### src/hw/rtl/nsc_pkg.sv
// Package for the sentence checker: character codes, limits, the running
// state and result types, and the hex digit decoder.
// No dependencies.
package nsc_pkg;

  localparam int unsigned MaxLine   = 128;
  localparam int unsigned MaxFields = 32;

  localparam logic [7:0] CharDollar  = 8'h24;
  localparam logic [7:0] CharStar    = 8'h2A;
  localparam logic [7:0] CharComma   = 8'h2C;
  localparam logic [7:0] CharNewline = 8'h0A;

  typedef struct packed {
    logic       started;
    logic       star_seen;
    logic [7:0] xor_accum;
    logic [7:0] hex_value;
    logic [1:0] hex_digit_count;
    logic       hex_done;
    logic [5:0] comma_count;
    logic       after_comma;
    logic [7:0] line_length;
    logic       too_long;
  } state_t;

  typedef struct packed {
    logic       sentence_active;
    logic [4:0] field_index;
    logic       field_start;
    logic       is_comma;
    logic       in_checksum;
    logic       line_end;
    logic       checksum_ok;
    logic [5:0] field_count;
    logic [7:0] computed_checksum;
    logic       overflow;
  } result_t;

  typedef struct packed {
    logic       valid;
    logic [3:0] value;
  } hex_t;

  function automatic hex_t hex_decode(input logic [7:0] b);
    hex_t h;
    h = '0;
    if (b >= 8'h30 && b <= 8'h39) begin
      h.valid = 1'b1;
      h.value = 4'(b - 8'h30);
    end else if (b >= 8'h41 && b <= 8'h46) begin
      h.valid = 1'b1;
      h.value = 4'(b - 8'h37);
    end else if (b >= 8'h61 && b <= 8'h66) begin
      h.valid = 1'b1;
      h.value = 4'(b - 8'h57);
    end
    return h;
  endfunction

endpackage

### src/hw/rtl/nmea_sentence_checker_top.sv
// Sentence checker top level: byte handshake, running state and result register.
// Latency: a result is valid in the cycle after its byte is accepted.
// Throughput: one byte per cycle while not stalled; the next state is combinational.
// A new byte is taken while the result register is empty or being emptied.
// Reset clears the running state and the result valid flag.
// Depends on nsc_pkg and nsc_step.
module nmea_sentence_checker_top (
  input  logic       clk_i,
  input  logic       rst_ni,
  input  logic       in_valid_i,
  output logic       in_ready_o,
  input  logic [7:0] byte_in_i,
  output logic       out_valid_o,
  input  logic       out_ready_i,
  output logic       sentence_active_o,
  output logic [4:0] field_index_o,
  output logic       field_start_o,
  output logic       is_comma_o,
  output logic       in_checksum_o,
  output logic       line_end_o,
  output logic       checksum_ok_o,
  output logic [5:0] field_count_o,
  output logic [7:0] computed_checksum_o,
  output logic       overflow_o
);

  nsc_pkg::state_t  st_q, st_d;
  nsc_pkg::result_t res_q, res_d;
  logic             out_valid_q;
  logic             accept;

  assign in_ready_o = !out_valid_q || out_ready_i;
  assign accept     = in_valid_i && in_ready_o;

  nsc_step u_step (
    .byte_i(byte_in_i),
    .st_i  (st_q),
    .st_o  (st_d),
    .res_o (res_d)
  );

  always_ff @(posedge clk_i or negedge rst_ni) begin
    if (!rst_ni) begin
      st_q        <= '0;
      out_valid_q <= 1'b0;
    end else if (accept) begin
      st_q        <= st_d;
      out_valid_q <= 1'b1;
    end else if (out_ready_i) begin
      out_valid_q <= 1'b0;
    end
  end

  always_ff @(posedge clk_i) begin
    if (accept) begin
      res_q <= res_d;
    end
  end

  assign out_valid_o         = out_valid_q;
  assign sentence_active_o   = res_q.sentence_active;
  assign field_index_o       = res_q.field_index;
  assign field_start_o       = res_q.field_start;
  assign is_comma_o          = res_q.is_comma;
  assign in_checksum_o       = res_q.in_checksum;
  assign line_end_o          = res_q.line_end;
  assign checksum_ok_o       = res_q.checksum_ok;
  assign field_count_o       = res_q.field_count;
  assign computed_checksum_o = res_q.computed_checksum;
  assign overflow_o          = res_q.overflow;

  // The field count is reported only on the item that ends a line.
  a_count_only_at_end: assert property (@(posedge clk_i) disable iff (!rst_ni)
    out_valid_o && !line_end_o |-> field_count_o == 6'd0)
    else $error("field count reported away from line end");

  // A pass needs an asterisk and a line within the length limit.
  a_pass_framing: assert property (@(posedge clk_i) disable iff (!rst_ni)
    out_valid_o && checksum_ok_o |-> line_end_o && in_checksum_o && !overflow_o)
    else $error("pass reported without valid framing");

  // Any accepted newline leaves the block outside a sentence.
  a_newline_idles: assert property (@(posedge clk_i) disable iff (!rst_ni)
    accept && byte_in_i == nsc_pkg::CharNewline |=> !st_q.started)
    else $error("sentence still open after newline");

  // Bytes outside a sentence carry no sentence information.
  a_idle_item_clear: assert property (@(posedge clk_i) disable iff (!rst_ni)
    out_valid_o && !sentence_active_o |->
      field_index_o == 5'd0 && !in_checksum_o && computed_checksum_o == 8'd0)
    else $error("idle item carries sentence fields");

endmodule

### src/hw/rtl/nsc_step.sv
// Next-state and result logic for one received byte.
// Depends on nsc_pkg.
module nsc_step (
  input  logic [7:0]      byte_i,
  input  nsc_pkg::state_t st_i,
  output nsc_pkg::state_t st_o,
  output nsc_pkg::result_t res_o
);

  nsc_pkg::hex_t hex;
  logic [6:0]    field_cnt;

  assign hex = nsc_pkg::hex_decode(byte_i);

  always_comb begin
    st_o      = st_i;
    res_o     = '0;
    field_cnt = {1'b0, st_i.comma_count} + 7'd1;
    if (field_cnt > 7'(nsc_pkg::MaxFields)) begin
      field_cnt = 7'(nsc_pkg::MaxFields);
    end

    if (byte_i == nsc_pkg::CharDollar) begin
      // A dollar always opens a fresh sentence, dropping anything before it.
      st_o                  = '0;
      st_o.started          = 1'b1;
      st_o.line_length      = 8'd1;
      res_o.sentence_active = 1'b1;
      res_o.field_start     = 1'b1;
    end else if (!st_i.started) begin
      res_o.line_end = (byte_i == nsc_pkg::CharNewline);
    end else begin
      if (st_i.line_length >= 8'(nsc_pkg::MaxLine)) begin
        st_o.too_long = 1'b1;
      end else begin
        st_o.line_length = st_i.line_length + 8'd1;
      end
      st_o.after_comma      = 1'b0;
      res_o.sentence_active = 1'b1;
      res_o.field_index     = (st_i.comma_count > 6'd31) ? 5'd31 : st_i.comma_count[4:0];
      res_o.field_start     = st_i.after_comma;
      res_o.in_checksum     = st_i.star_seen;

      if (byte_i == nsc_pkg::CharNewline) begin
        res_o.line_end          = 1'b1;
        res_o.checksum_ok       = st_i.star_seen && (st_i.hex_digit_count <= 2'd2) &&
                                  (st_i.hex_value == st_i.xor_accum) && !st_o.too_long;
        res_o.field_count       = field_cnt[5:0];
        res_o.computed_checksum = st_i.xor_accum;
        res_o.overflow          = st_o.too_long;
        st_o                    = '0;
      end else begin
        if (byte_i == nsc_pkg::CharComma) begin
          res_o.is_comma   = 1'b1;
          st_o.after_comma = 1'b1;
          if (st_i.comma_count != 6'd63) begin
            st_o.comma_count = st_i.comma_count + 6'd1;
          end
        end
        if (!st_i.star_seen) begin
          if (byte_i == nsc_pkg::CharStar) begin
            st_o.star_seen = 1'b1;
          end else begin
            st_o.xor_accum = st_i.xor_accum ^ byte_i;
          end
        end else if (!st_i.hex_done) begin
          if (hex.valid) begin
            st_o.hex_value = {st_i.hex_value[3:0], hex.value};
            if (st_i.hex_digit_count != 2'd3) begin
              st_o.hex_digit_count = st_i.hex_digit_count + 2'd1;
            end
          end else begin
            st_o.hex_done = 1'b1;
          end
        end
        res_o.computed_checksum = st_o.xor_accum;
      end
    end
  end

endmodule
### config.mk
export PLATFORM = sky130hd
export DESIGN_NAME = nmea_sentence_checker_top
export DESIGN_NICKNAME = d
export VERILOG_FILES = /design/src/hw/rtl/nsc_pkg.sv /design/src/hw/rtl/nmea_sentence_checker_top.sv /design/src/hw/rtl/nsc_step.sv
export SDC_FILE = /design/constraint.sdc
export NUM_CORES = 1
export LEC_CHECK = 0
export ABC_AREA = 1
export BUFFER_PORTS_ARGS = -buffer_cell sky130_fd_sc_hd__buf_2
export CORE_MARGIN = 1.5
export CORE_UTILIZATION = 35
export DETAILED_ROUTE_END_ITERATION = 8
export PLACE_DENSITY = 0.56
export SKIP_LAST_GASP = 1
export SYNTH_ARGS = -nofsm -noshare
export SYNTH_HDL_FRONTEND = slang
export SYNTH_SLANG_ARGS = --single-unit
### constraint.sdc
create_clock -name clk_i -period 2.2 [get_ports clk_i]
set_input_delay 0.22 -clock clk_i [delete_from_list [all_inputs] [get_ports clk_i]]
set_output_delay 0.22 -clock clk_i [all_outputs]
set_load 0.01 [all_outputs]
==> impl_metrics.env, run 1 <==
export IMPL_wl_met3_um=453
export IMPL_finalSetupViolations=0
export IMPL_post_route_period_util_pct=79.0
export IMPL_fill_cells=1022
export IMPL_arrival_ns=1.99
export IMPL_cts_buffers=9
export IMPL_worst_ir_drop_vdd_uv=350
export IMPL_ys_types=34
export IMPL_antenna_cells=0
export IMPL_cts_htree_levels=3
export IMPL_synth_xor_area_share_pct=3.44
export IMPL_fin_skew_ns=0.0106
export IMPL_initial_utilization_pct=36.3
export IMPL_antenna_found_initial=0
export IMPL_hold_path_class="primary input to asynchronous set/reset pin"
export IMPL_core_area_um2=9820
export IMPL_gp_congestion=0.879
export IMPL_place_inst=594
export IMPL_final_nets=494
export IMPL_slew_headroom_pct=40.7
export IMPL_worstPathRequired_ns=2.46
export IMPL_boundaryPins=40
export IMPL_synth_adder_area_share_pct=3.51
export IMPL_ctsResizeCount=0
export IMPL_ys_seq_elements=64
export IMPL_design_area_um2=4120
export IMPL_synth_top_family_by_area="simple AND/OR/NAND/NOR gates"
export IMPL_postCtsSetupRepairBufs=0
export IMPL_startpoint="st_q[10]"
export IMPL_synth_compound_area_share_pct=7.97
export IMPL_top_layer_used="met4"
export IMPL_drv_slew=0
export IMPL_die_w_um=104
export IMPL_syn_to_final_growth_pct=15.6
export IMPL_clk_pin_slew_ns=0.07
export IMPL_first_pass_iters=4
export IMPL_tns_ns=0
export IMPL_grt_max_degree=39
export IMPL_r2r_start="st_q[10]"
export IMPL_cts_buffer_depth=2
export IMPL_drc=0
export IMPL_dieArea_um2=10800
export IMPL_synth_top_area_share_pct=26.7
export IMPL_avgSynthCellArea_um2=8.37
export IMPL_num_vias=2918
export IMPL_clock_latency_ns=0.34
export IMPL_place_area_um2=3890
export IMPL_start_kind="flop"
export IMPL_vias_per_cell=4.78
export IMPL_drtAntennaViolNets=0
export IMPL_end_kind="flop"
export IMPL_drive_gt1_share_pct=17.2
export IMPL_die_y_um=104
export IMPL_seq_area_um2=1730
export IMPL_synth_top_cells_by_area="dfrtp_1 (27%), edfxtp_1 (22%), nand2_1 (11%)"
export IMPL_overflow=0
export IMPL_root_buffer="clkbuf_8"
export IMPL_wl_met2_um=3840
export IMPL_rsz0062_at_grt="false"
export IMPL_muxShareOfSynthArea_pct=0
export IMPL_grt_pass1_wl_um=13400
export IMPL_p_per_area_nw_per_um2=718
export IMPL_syn_inst=426
export IMPL_syn_nets=448
export IMPL_final_hold_violation_count=0
export IMPL_cts_num_sinks=64
export IMPL_fin_cells=610
export IMPL_leakage_nw=1.93
export IMPL_yosys_warnings=0
export IMPL_cts_tree="yes"
export IMPL_ys_seq_area_share_pct=48.6
export IMPL_track_usage_pct=15.7
export IMPL_hpwlAfterDp_um=6150
export IMPL_rows=36
export IMPL_cap_violations=0
export IMPL_yosys_area_top_type="dfrtp_1"
export IMPL_multi_input_area_um2=1560
export IMPL_worstPathMaxFanout=7
export IMPL_totalWireLength_um=8220
export IMPL_grt_pass1_vias=2709
export IMPL_outcome="complete, no violations"
export IMPL_yosys_area_share_simple_pct=28.8
export IMPL_numPortBuffers=39
export IMPL_worst_pin_slew_ns=0.889
export IMPL_layout_min_cycle_time_ns=1.74
export IMPL_fmax_mhz=575
export IMPL_path_class="flop to flop"
export IMPL_cts_hold_buffers=0
export IMPL_netlist_area_um2=3560
export IMPL_wl_per_cell_um=13.5
export IMPL_drt_met1_wl_um=3830
export IMPL_drt_initial_drc_count=206
## power by group
part	total [mW]	internal, mW	switching [mW]
clock	1.15	0.649	0.500
sequential	1.40	1.33	0.0716
combinational	0.413	0.128	0.285
## placed cells by master, fill, tap and decap left out, types with 5 or more instances in the layout
| cell | instances |
|---|---|
| nand2_1 | 108 |
| edfxtp_1 | 26 |
| dfrtp_1 | 38 |
| xor2_1 | 9 |
| xnor2_1 | 5 |
| nand4_1 | 8 |
| nor2_1 | 43 |
| nand3_1 | 39 |
| inv_1 | 55 |
| o21ai_0 | 29 |
| clkbuf_8 | 9 |
| buf_2 | 39 |
| ha_1 | 10 |
| nor3_1 | 9 |
## worst max-delay path, stage by stage (launching register included)
cell and delay, ns:
dfrtp_1 0.46, ha_1 0.25, nand2_1 0.12, nor2_1 0.06, nand3_1 0.17, nand3_1 0.12
or2_1 0.30, o21ai_0 0.17
## layout make-up
class | count | share of cell area [%]
flip-flops and latches | 64 | 42.0
repair buffers | 42 | 5.28
multi-input cells | 296 | 37.8
clock inverters | 7 | 2.49
clock buffers | 9 | 3.01
inverters | 59 | 5.37
well taps | 133 | 4.04
## cells by family after synthesis
family,after synthesis
buffers and inverters,66
AOI/OAI and AO/OA,46
adders and majority gates,10
xor gates and xnor gates,14
and+or+nand+nor,226
DFF,64
## synthesized netlist by cell type
cell type  instances
nand2_4            4
o21ai_1            2
inv_2              4
a21oi_4            2
o211ai_2           1
buf_2              1
clkbuf_1           2
o21ai_2            1
nor2_1            43
xnor2_1            5
edfxtp_1          26
nand2_2            2
nand2_1          108
nor2_2             3
dfrtp_1           38
or2_1              1
o2bb2ai_1          1
nand3_1           39
inv_1             55
o21bai_1           2
xor2_1             9
ha_1              10
nand3_2            4
a21boi_1           1
buf_4              1
nand4_1            8
o22ai_1            1
nor3_1             9
nor2_4             3
buf_6              3
o31ai_1            3
a21oi_1            3
nor4_1             2
o21ai_0           29
## metal layers
layer / up-vias / track usage [%]
met5: - / 0
met4: 0 / 5.46
met3: 7 / 3.45
met2: 81 / 25.2
met1: 1357 / 21.1
li1: 1473 / -
## metrics by stage
stage / hold slack [ns] / utilization, % / setup slack, ns / power [mW]
finish: 0.000411 / 42.0 / 0.462 / 2.96
global route: 0.0718 / 42.0 / 0.311 / 3.10
CTS: 0.0302 / 42.0 / 0.460 / 2.99
detailed placement: 0.411 / 39.7 / 0.228 / 1.83
global placement: 0.411 / 39.7 / 0.292 / 1.83
floorplan: -0.0756 / - / 0.449 / 1.69
## sequential cells by signal, summed over array words and instances (netlist names)
name / cells
is_comma_o: 1
sentence_active_o: 1
checksum_ok_o: 1
st_q: 37
computed_checksum_o: 8
field_start_o: 1
in_checksum_o: 1
field_index_o: 5
line_end_o: 1
overflow_o: 1
field_count_o: 6
out_valid_o: 1
## final timing paths
kind | end | slack (ns) | cells after the start
max in group asynchronous | st_q[12] | 1.64 | 1
hold / removal | st_q[3] | 0.0004 | 1
setup reg to reg | st_q[13] | 0.46 | 7
setup / recovery | st_q[13] | 0.46 | 7
min in group clk_i | out_valid_o | 0.10 | 3
hold reg to reg | st_q[22] | 0.48 | 2
(Power assumes the default switching activity.)
==> inputs of run 2 (changes only) <==
--- a/config.mk
+++ b/config.mk
@@ -5,12 +5,12 @@
 export SDC_FILE = /design/constraint.sdc
 export NUM_CORES = 1
 export LEC_CHECK = 0
-export ABC_AREA = 1
+export ABC_AREA = 0
 export BUFFER_PORTS_ARGS = -buffer_cell sky130_fd_sc_hd__buf_2
 export CORE_MARGIN = 1.5
 export CORE_UTILIZATION = 35
 export DETAILED_ROUTE_END_ITERATION = 8
-export PLACE_DENSITY = 0.56
+export PLACE_DENSITY = 0.58
 export SKIP_LAST_GASP = 1
 export SYNTH_ARGS = -nofsm -noshare
 export SYNTH_HDL_FRONTEND = slang
==> constraint.sdc (replaced) <==
create_clock -name clk_i -period 1.5 [get_ports clk_i]
set_input_delay 0.15 -clock clk_i [delete_from_list [all_inputs] [get_ports clk_i]]
set_output_delay 0.15 -clock clk_i [all_outputs]
set_load 0.01 [all_outputs]
==> run 2 against run 1 <==
  * The run now ends with setup timing left
  * Die area shrank 1.5%
  * Final cell count grew 0.16%
  * Sequential power grew 52%
  * Routed wire length grew 11%
  * Critical path type is now primary input to flop
  * Highest routed layer unchanged
==> impl_metrics.env, run 2 <==
export IMPL_outcome="finished with violations"
export IMPL_violations="setup timing"
export IMPL_syn_inst=332
export IMPL_place_inst=572
export IMPL_totalWireLength_um=9100
export IMPL_die_y_um=103
export IMPL_drv_slew=0
export IMPL_setup_worst_path_end="st_q[14]"
export IMPL_ys_seq_elements=64
export IMPL_hold_ws_ns=0.195
export IMPL_hpwlAfterDp_um=6610
export IMPL_rows=36
export IMPL_leakage_nw=2.24
export IMPL_multi_input_area_um2=1950
export IMPL_final_hold_violation_count=0
export IMPL_startpoint="byte_in_i[0]"
export IMPL_core_area_um2=9730
export IMPL_seq_area_um2=1730
export IMPL_clock_latency_ns=0.36
export IMPL_die_w_um=103
export IMPL_grt_pass1_wl_um=14600
export IMPL_worstPathMaxFanout=4
export IMPL_worst_pin_slew_ns=0.534
export IMPL_fin_ws_ns=-0.255
export IMPL_yosysMostFrequentCell="dfrtp_1"
export IMPL_cap_violations=0
export IMPL_synth_edf_count=26
export IMPL_drive_gt1_share_pct=47.9
export IMPL_layout_min_cycle_time_ns=1.76
export IMPL_overflow=0
export IMPL_slowest_delay_ns=0.48
export IMPL_worst_ir_drop_vdd_uv=475
export IMPL_arrival_ns=2.00
export IMPL_vias_per_cell=5.06
export IMPL_netlist_area_um2=3510
export IMPL_design_area_um2=5170
export IMPL_dieArea_um2=10600
export IMPL_yosys_area_share_simple_pct=19.7
export IMPL_crit_chain="buf_8, clkinvlp_4, ha_4, or4b_4, or3_4, a21o_1, mux2_4, a22o_1"
export IMPL_synth_adder_area_share_pct=3.57
export IMPL_yosys_area_top_type="dfrtp_1"
export IMPL_place_area_um2=4510
export IMPL_drt_initial_drc_count=157
export IMPL_gp_congestion=0.879
export IMPL_ys_flop_type="dfrtp_1"
export IMPL_async_flop_share_pct=59.4
export IMPL_finalSetupViolations=52
export IMPL_post_route_period_util_pct=117
export IMPL_track_usage_pct=18.4
export IMPL_cts_htree_levels=3
export IMPL_root_buffer="clkbuf_8"
export IMPL_tns_ns=-8.46
export IMPL_fin_skew_ns=0.00739
export IMPL_synth_compound_area_share_pct=15.9
export IMPL_drc=0
export IMPL_ys_types=55
export IMPL_slew_headroom_pct=64.4
export IMPL_cts_buffers=9
export IMPL_grt_pass1_vias=2960
export IMPL_avgSynthCellArea_um2=10.6
export IMPL_fmax_mhz=570
export IMPL_first_pass_iters=4
export IMPL_final_nets=495
export IMPL_power_mw=4.53
export IMPL_crit_slowest_cell="or4b_4"
export IMPL_synth_top_area_share_pct=27.1
export IMPL_final_util_pct=53.1
export IMPL_cts_buffer_depth=2
export IMPL_path_class="primary input to flop"
export IMPL_wl_per_cell_um=14.9
export IMPL_pre_cts_ws_ns=-0.799
export IMPL_antenna_cells=0
export IMPL_fin_cells=611
export IMPL_synth_xor_area_share_pct=2.75
export IMPL_r2r_start="st_q[11]"
export IMPL_worstPathRequired_ns=1.75
export IMPL_yosys_warnings=0
export IMPL_antenna_found_initial=0
export IMPL_regMostFlops="st_q"
export IMPL_syn_nets=354
export IMPL_r2r_end="field_count_o[3]"
export IMPL_reg2regPathDepth=6
export IMPL_muxShareOfSynthArea_pct=5.35
export IMPL_final_cell_mix="buf_4 (95), dfrtp_1 (38), buf_2 (37)"
export IMPL_yosys_top_cells_count="dfrtp_1 (38), nor2_1 (37), edfxtp_1 (26)"
export IMPL_end_kind="flop"
export IMPL_final_common_cell="buf_4"
export IMPL_ys_seq_area_share_pct=49.4
export IMPL_largest_reg_flops=37
export IMPL_num_vias=3092
export IMPL_initial_utilization_pct=36.1
export IMPL_ff2ff_setup_slack_ns=-0.21
export IMPL_fill_cells=868
export IMPL_cts_num_sinks=64
export IMPL_rsz0062_at_grt="true"
export IMPL_synth_top_cells_by_area="dfrtp_1 (27%), edfxtp_1 (22%), a22o_1 (5.2%)"
export IMPL_boundaryPins=40
export IMPL_syn_to_final_growth_pct=47.4
export IMPL_hold_path_class="primary input to flop"
export IMPL_cts_tree="yes"
export IMPL_start_kind="primary input"
export IMPL_p_per_area_nw_per_um2=876
export IMPL_drtAntennaViolNets=0
export IMPL_clk_pin_slew_ns=0.07
export IMPL_grt_max_degree=28
export IMPL_synth_top_family_by_area="simple AND/OR/NAND/NOR gates"
export IMPL_numPortBuffers=39
[run 2: what timing repair did]
action,CTS,global route
gates resized for setup,43,27
endpoints found under the setup margin,51,52
pin swaps,17,17
buffers inserted,14,9
endpoints found under the hold margin,20,0
hold buffers,2,0
[run 2: critical path: cells and delay by family]
family | cells | cell delay [ns]
and+or+nand+nor | 2 | 0.93
AOI/OAI and AO/OA | 2 | 0.36
buffers and inverters | 2 | 0.18
muxes | 1 | 0.26
adders and majority gates | 1 | 0.12
[run 2: cells by family after synthesis]
| group | after synthesis |
|---|---|
| multiplexers | 17 |
| AND/OR/NAND/NOR | 123 |
| XOR/XNOR | 11 |
| flip-flops | 64 |
| AO/OA/AOI/OAI | 82 |
| adder cells (fa/ha/maj) | 10 |
| buffers and inverters | 25 |
[run 2: cell type report]
| class | count | share of cell area (%) |
|---|---|---|
| multi-input cells | 243 | 37.7 |
| flip-flops and latches | 64 | 33.5 |
| repair buffers | 147 | 20.8 |
| well taps | 133 | 3.22 |
| clock buffers | 12 | 2.61 |
| clock inverters | 4 | 1.33 |
| inverters | 8 | 0.799 |
[run 2: power by group]
part	switching (mW)	leakage, nW	internal (mW)	total (mW)
Clock	0.654	0.102	0.929	1.58
Sequential	0.159	0.771	1.97	2.13
Combinational	0.405	1.37	0.408	0.813
[run 2: routing by layer]
layer / part of all wire (%) / vias up / wire (µm) / GRT usage (%)
met5: 0 / - / 0 / 0
met4: 1.5 / 0 / 141 / 7.59
met3: 3.6 / 12 / 331 / 4.61
met2: 48 / 61 / 4360 / 29.7
met1: 47 / 1504 / 4270 / 23.7
li1: - / 1515 / - / -
[run 2: worst min path at each step]
stage	depth (start not counted)	slack [ns]	start	to
5_1_grt	4	0.21	out_ready_i	out_valid_o
6_report	4	0.20	out_ready_i	out_valid_o
4_1_cts	4	0.17	out_ready_i	out_valid_o
3_3_place_gp	1	0.15	rst_ni	st_q[6]
2_1_floorplan	0	-0.15	rst_ni	out_valid_o
3_5_place_dp	1	0.16	rst_ni	st_q[6]
==> inputs of run 3 (changes only) <==
==> constraint.sdc (replaced) <==
create_clock -name clk_i -period 1.5 [get_ports clk_i]
set_input_delay 0.15 -clock clk_i [delete_from_list [all_inputs] [get_ports clk_i]]
set_output_delay 0.15 -clock clk_i [all_outputs]
set_load 0.1 [all_outputs]
==> run 3 against run 2 <==
  * The flow still finishes with violations (setup timing)
  * Power grew 5.0%
  * Combinational power grew 40%
  * Non-clock buffer count up 16
  * Cell area up 8.9%
  * Critical endpoint unchanged
  * Largest power group unchanged
==> impl_metrics.env, run 3 (synthesis results as in run 2) <==
export IMPL_hold_start="in_valid_i"
export IMPL_slowest_delay_ns=0.50
export IMPL_fill_cells=843
export IMPL_arrival_ns=2.01
export IMPL_crit_buf_inv=2
export IMPL_cts_htree_levels=3
export IMPL_end_kind="flop"
export IMPL_r2r_start="st_q[10]"
export IMPL_crit_slowest_cell="or4b_4"
export IMPL_clock_latency_ns=0.36
export IMPL_final_cell_mix="buf_4 (88), buf_2 (37), dfrtp_1 (35)"
export IMPL_pre_cts_ws_ns=-0.697
export IMPL_syn_to_final_growth_pct=60.4
export IMPL_final_util_pct=57.8
export IMPL_p_switching_mw=1.53
export IMPL_totalWireLength_um=10100
export IMPL_die_y_um=103
export IMPL_grt_pass1_vias=3193
export IMPL_antenna_found_initial=0
export IMPL_boundaryPins=40
export IMPL_drtAntennaViolNets=0
export IMPL_fin_skew_ns=0.00481
export IMPL_cts_buffer_depth=2
export IMPL_worstPathMaxFanout=3
export IMPL_comb_power_share_pct=24.0
export IMPL_post_route_period_util_pct=117
export IMPL_vias_per_cell=5.16
export IMPL_swShare_pct=32.1
export IMPL_fmax_mhz=570
export IMPL_leakage_nw=2.40
export IMPL_ff2ff_setup_slack_ns=-0.25
export IMPL_start_kind="primary input"
export IMPL_drv_slew=0
export IMPL_first_pass_iters=4
export IMPL_final_hold_violation_count=0
export IMPL_numPortBuffers=39
export IMPL_path_class="primary input to flop"
export IMPL_core_area_um2=9730
export IMPL_drc=0
export IMPL_wl_per_cell_um=16.0
export IMPL_final_nets=512
export IMPL_grt_pass1_wl_um=15600
export IMPL_outcome="finished with violations"
export IMPL_violations="setup timing"
export IMPL_rsz0062_at_grt="true"
export IMPL_overflow=0
export IMPL_cts_buffers=9
export IMPL_crit_family="simple AND/OR/NAND/NOR gates"
export IMPL_cts_num_sinks=64
export IMPL_hpwlAfterDp_um=6780
export IMPL_internal_power_mw=3.23
export IMPL_reg2regPathDepth=7
export IMPL_dieArea_um2=10600
export IMPL_initial_utilization_pct=36.1
export IMPL_worstPathRequired_ns=1.75
export IMPL_antenna_cells=0
export IMPL_regMostFlops="st_q"
export IMPL_worst_pin_slew_ns=0.501
export IMPL_fin_ws_ns=-0.255
export IMPL_die_w_um=103
export IMPL_cap_violations=0
export IMPL_p_per_area_nw_per_um2=845
export IMPL_design_area_um2=5630
export IMPL_pwr_share_clk_pct=30.9
export IMPL_seq_power_share_pct=45.1
export IMPL_slew_headroom_pct=66.8
export IMPL_r2r_end="st_q[12]"
export IMPL_drt_initial_drc_count=112
export IMPL_largest_reg_flops=37
export IMPL_finalSetupViolations=49
export IMPL_grt_max_degree=26
export IMPL_place_area_um2=4580
export IMPL_track_usage_pct=19.7
export IMPL_rows=36
export IMPL_gp_congestion=0.858
export IMPL_drive_gt1_share_pct=54.7
export IMPL_hold_path_class="primary input to flop"
export IMPL_holdPathStages=2
export IMPL_worst_ir_drop_vdd_uv=357
export IMPL_layout_min_cycle_time_ns=1.75
export IMPL_holdPathEnd="out_valid_o"
export IMPL_final_common_cell="buf_4"
export IMPL_cts_tree="yes"
export IMPL_num_vias=3235
export IMPL_clk_pin_slew_ns=0.07
export IMPL_crit_chain="buf_8, clkinvlp_4, ha_4, or4b_4, or3_4, a21o_1, mux2_2, a22o_1"
export IMPL_root_buffer="clkbuf_8"
-- run 3: changes by cell type in the layout (fill, tap and decap cells not counted), sizes merged --
| cell | before | now |
|---|---|---|
| buf | 145 | 162 |
| clkinv | 3 | 4 |
| bufinv | 2 | 1 |
| dlygate4sd3 | 2 | 1 |
| or2 | 1 | 2 |
| clkbuf | 12 | 11 |
-- run 3: layer usage --
| metal | vias to the layer above | part of all wire (%) | track usage (%) |
|---|---|---|---|
| met3 | 21 | 4.1 | 4.41 |
| met5 | - | 0 | 0 |
| met2 | 76 | 49 | 31.9 |
| li1 | 1547 | - | - |
| met4 | 0 | 2.6 | 10.7 |
| met1 | 1591 | 45 | 24.5 |
-- run 3: worst max-delay path by stage --
stage / start / endpoint / slack, ns / cells past startpoint
floorplan: out_valid_o / st_q[20] / -0.55 / 6
detailed placement: byte_in_i[0] / st_q[26] / -0.70 / 8
finish: byte_in_i[0] / st_q[14] / -0.25 / 8
global placement: byte_in_i[0] / st_q[25] / -0.63 / 9
CTS: st_q[11] / st_q[12] / -0.27 / 7
global route: st_q[10] / st_q[12] / -0.36 / 7
-- run 3: final cells by class --
class / instances / area [µm²] / area share [%]
clock inverters: 4 / 45.0 / 0.800
repair buffers: 163 / 1300 / 23.1
multi-input cells: 244 / 2180 / 38.7
inverters: 8 / 60.1 / 1.07
clock buffers: 11 / 141 / 2.51
well taps: 133 / 166 / 2.96
flip-flops and latches: 64 / 1740 / 30.9
-- run 3: power by group through the flow --
stage	clock [mW]	sequential, mW	combinational [mW]
2_1_floorplan	0	2.39	0.414
3_3_place_gp	0	2.16	0.977
3_5_place_dp	0	2.16	0.995
4_1_cts	1.49	2.13	1.06
5_1_grt	1.55	2.16	1.22
6_report	1.47	2.14	1.14
-- run 3: metrics by stage --
stage / cells / hold WS, ns / TNS [ns] / power (mW)
after floorplan: 332 / -0.146 / -22.08 / 2.81
after global placement: 575 / 0.138 / -28.60 / 3.13
after detailed placement: 575 / 0.141 / -31.21 / 3.16
after CTS: 611 / 0.0661 / -5.51 / 4.69
after global routing: 627 / 0.0793 / -10.00 / 4.93
final: 627 / 0.0703 / -6.75 / 4.75
-- run 3: worst register-to-register path, delay by kind of cell, from the launching register on --
kind | cells | cell delay [ns]
mux | 2 | 0.44
simple gates | 3 | 0.43
buf+inv | 1 | 0.17
fa+ha+maj | 1 | 0.19
flops | 1 | 0.43
-- run 3: timing repair --
| item | CTS | global route |
|---|---|---|
| setup buffers | 20 | 20 |
| endpoints found under the setup margin | 52 | 51 |
| pin swaps | 43 | 37 |
| endpoints found under the hold margin | 19 | 0 |
| hold buffers | 1 | 0 |
| resized for setup | 84 | 61 |
| cloned | 1 | 0 |
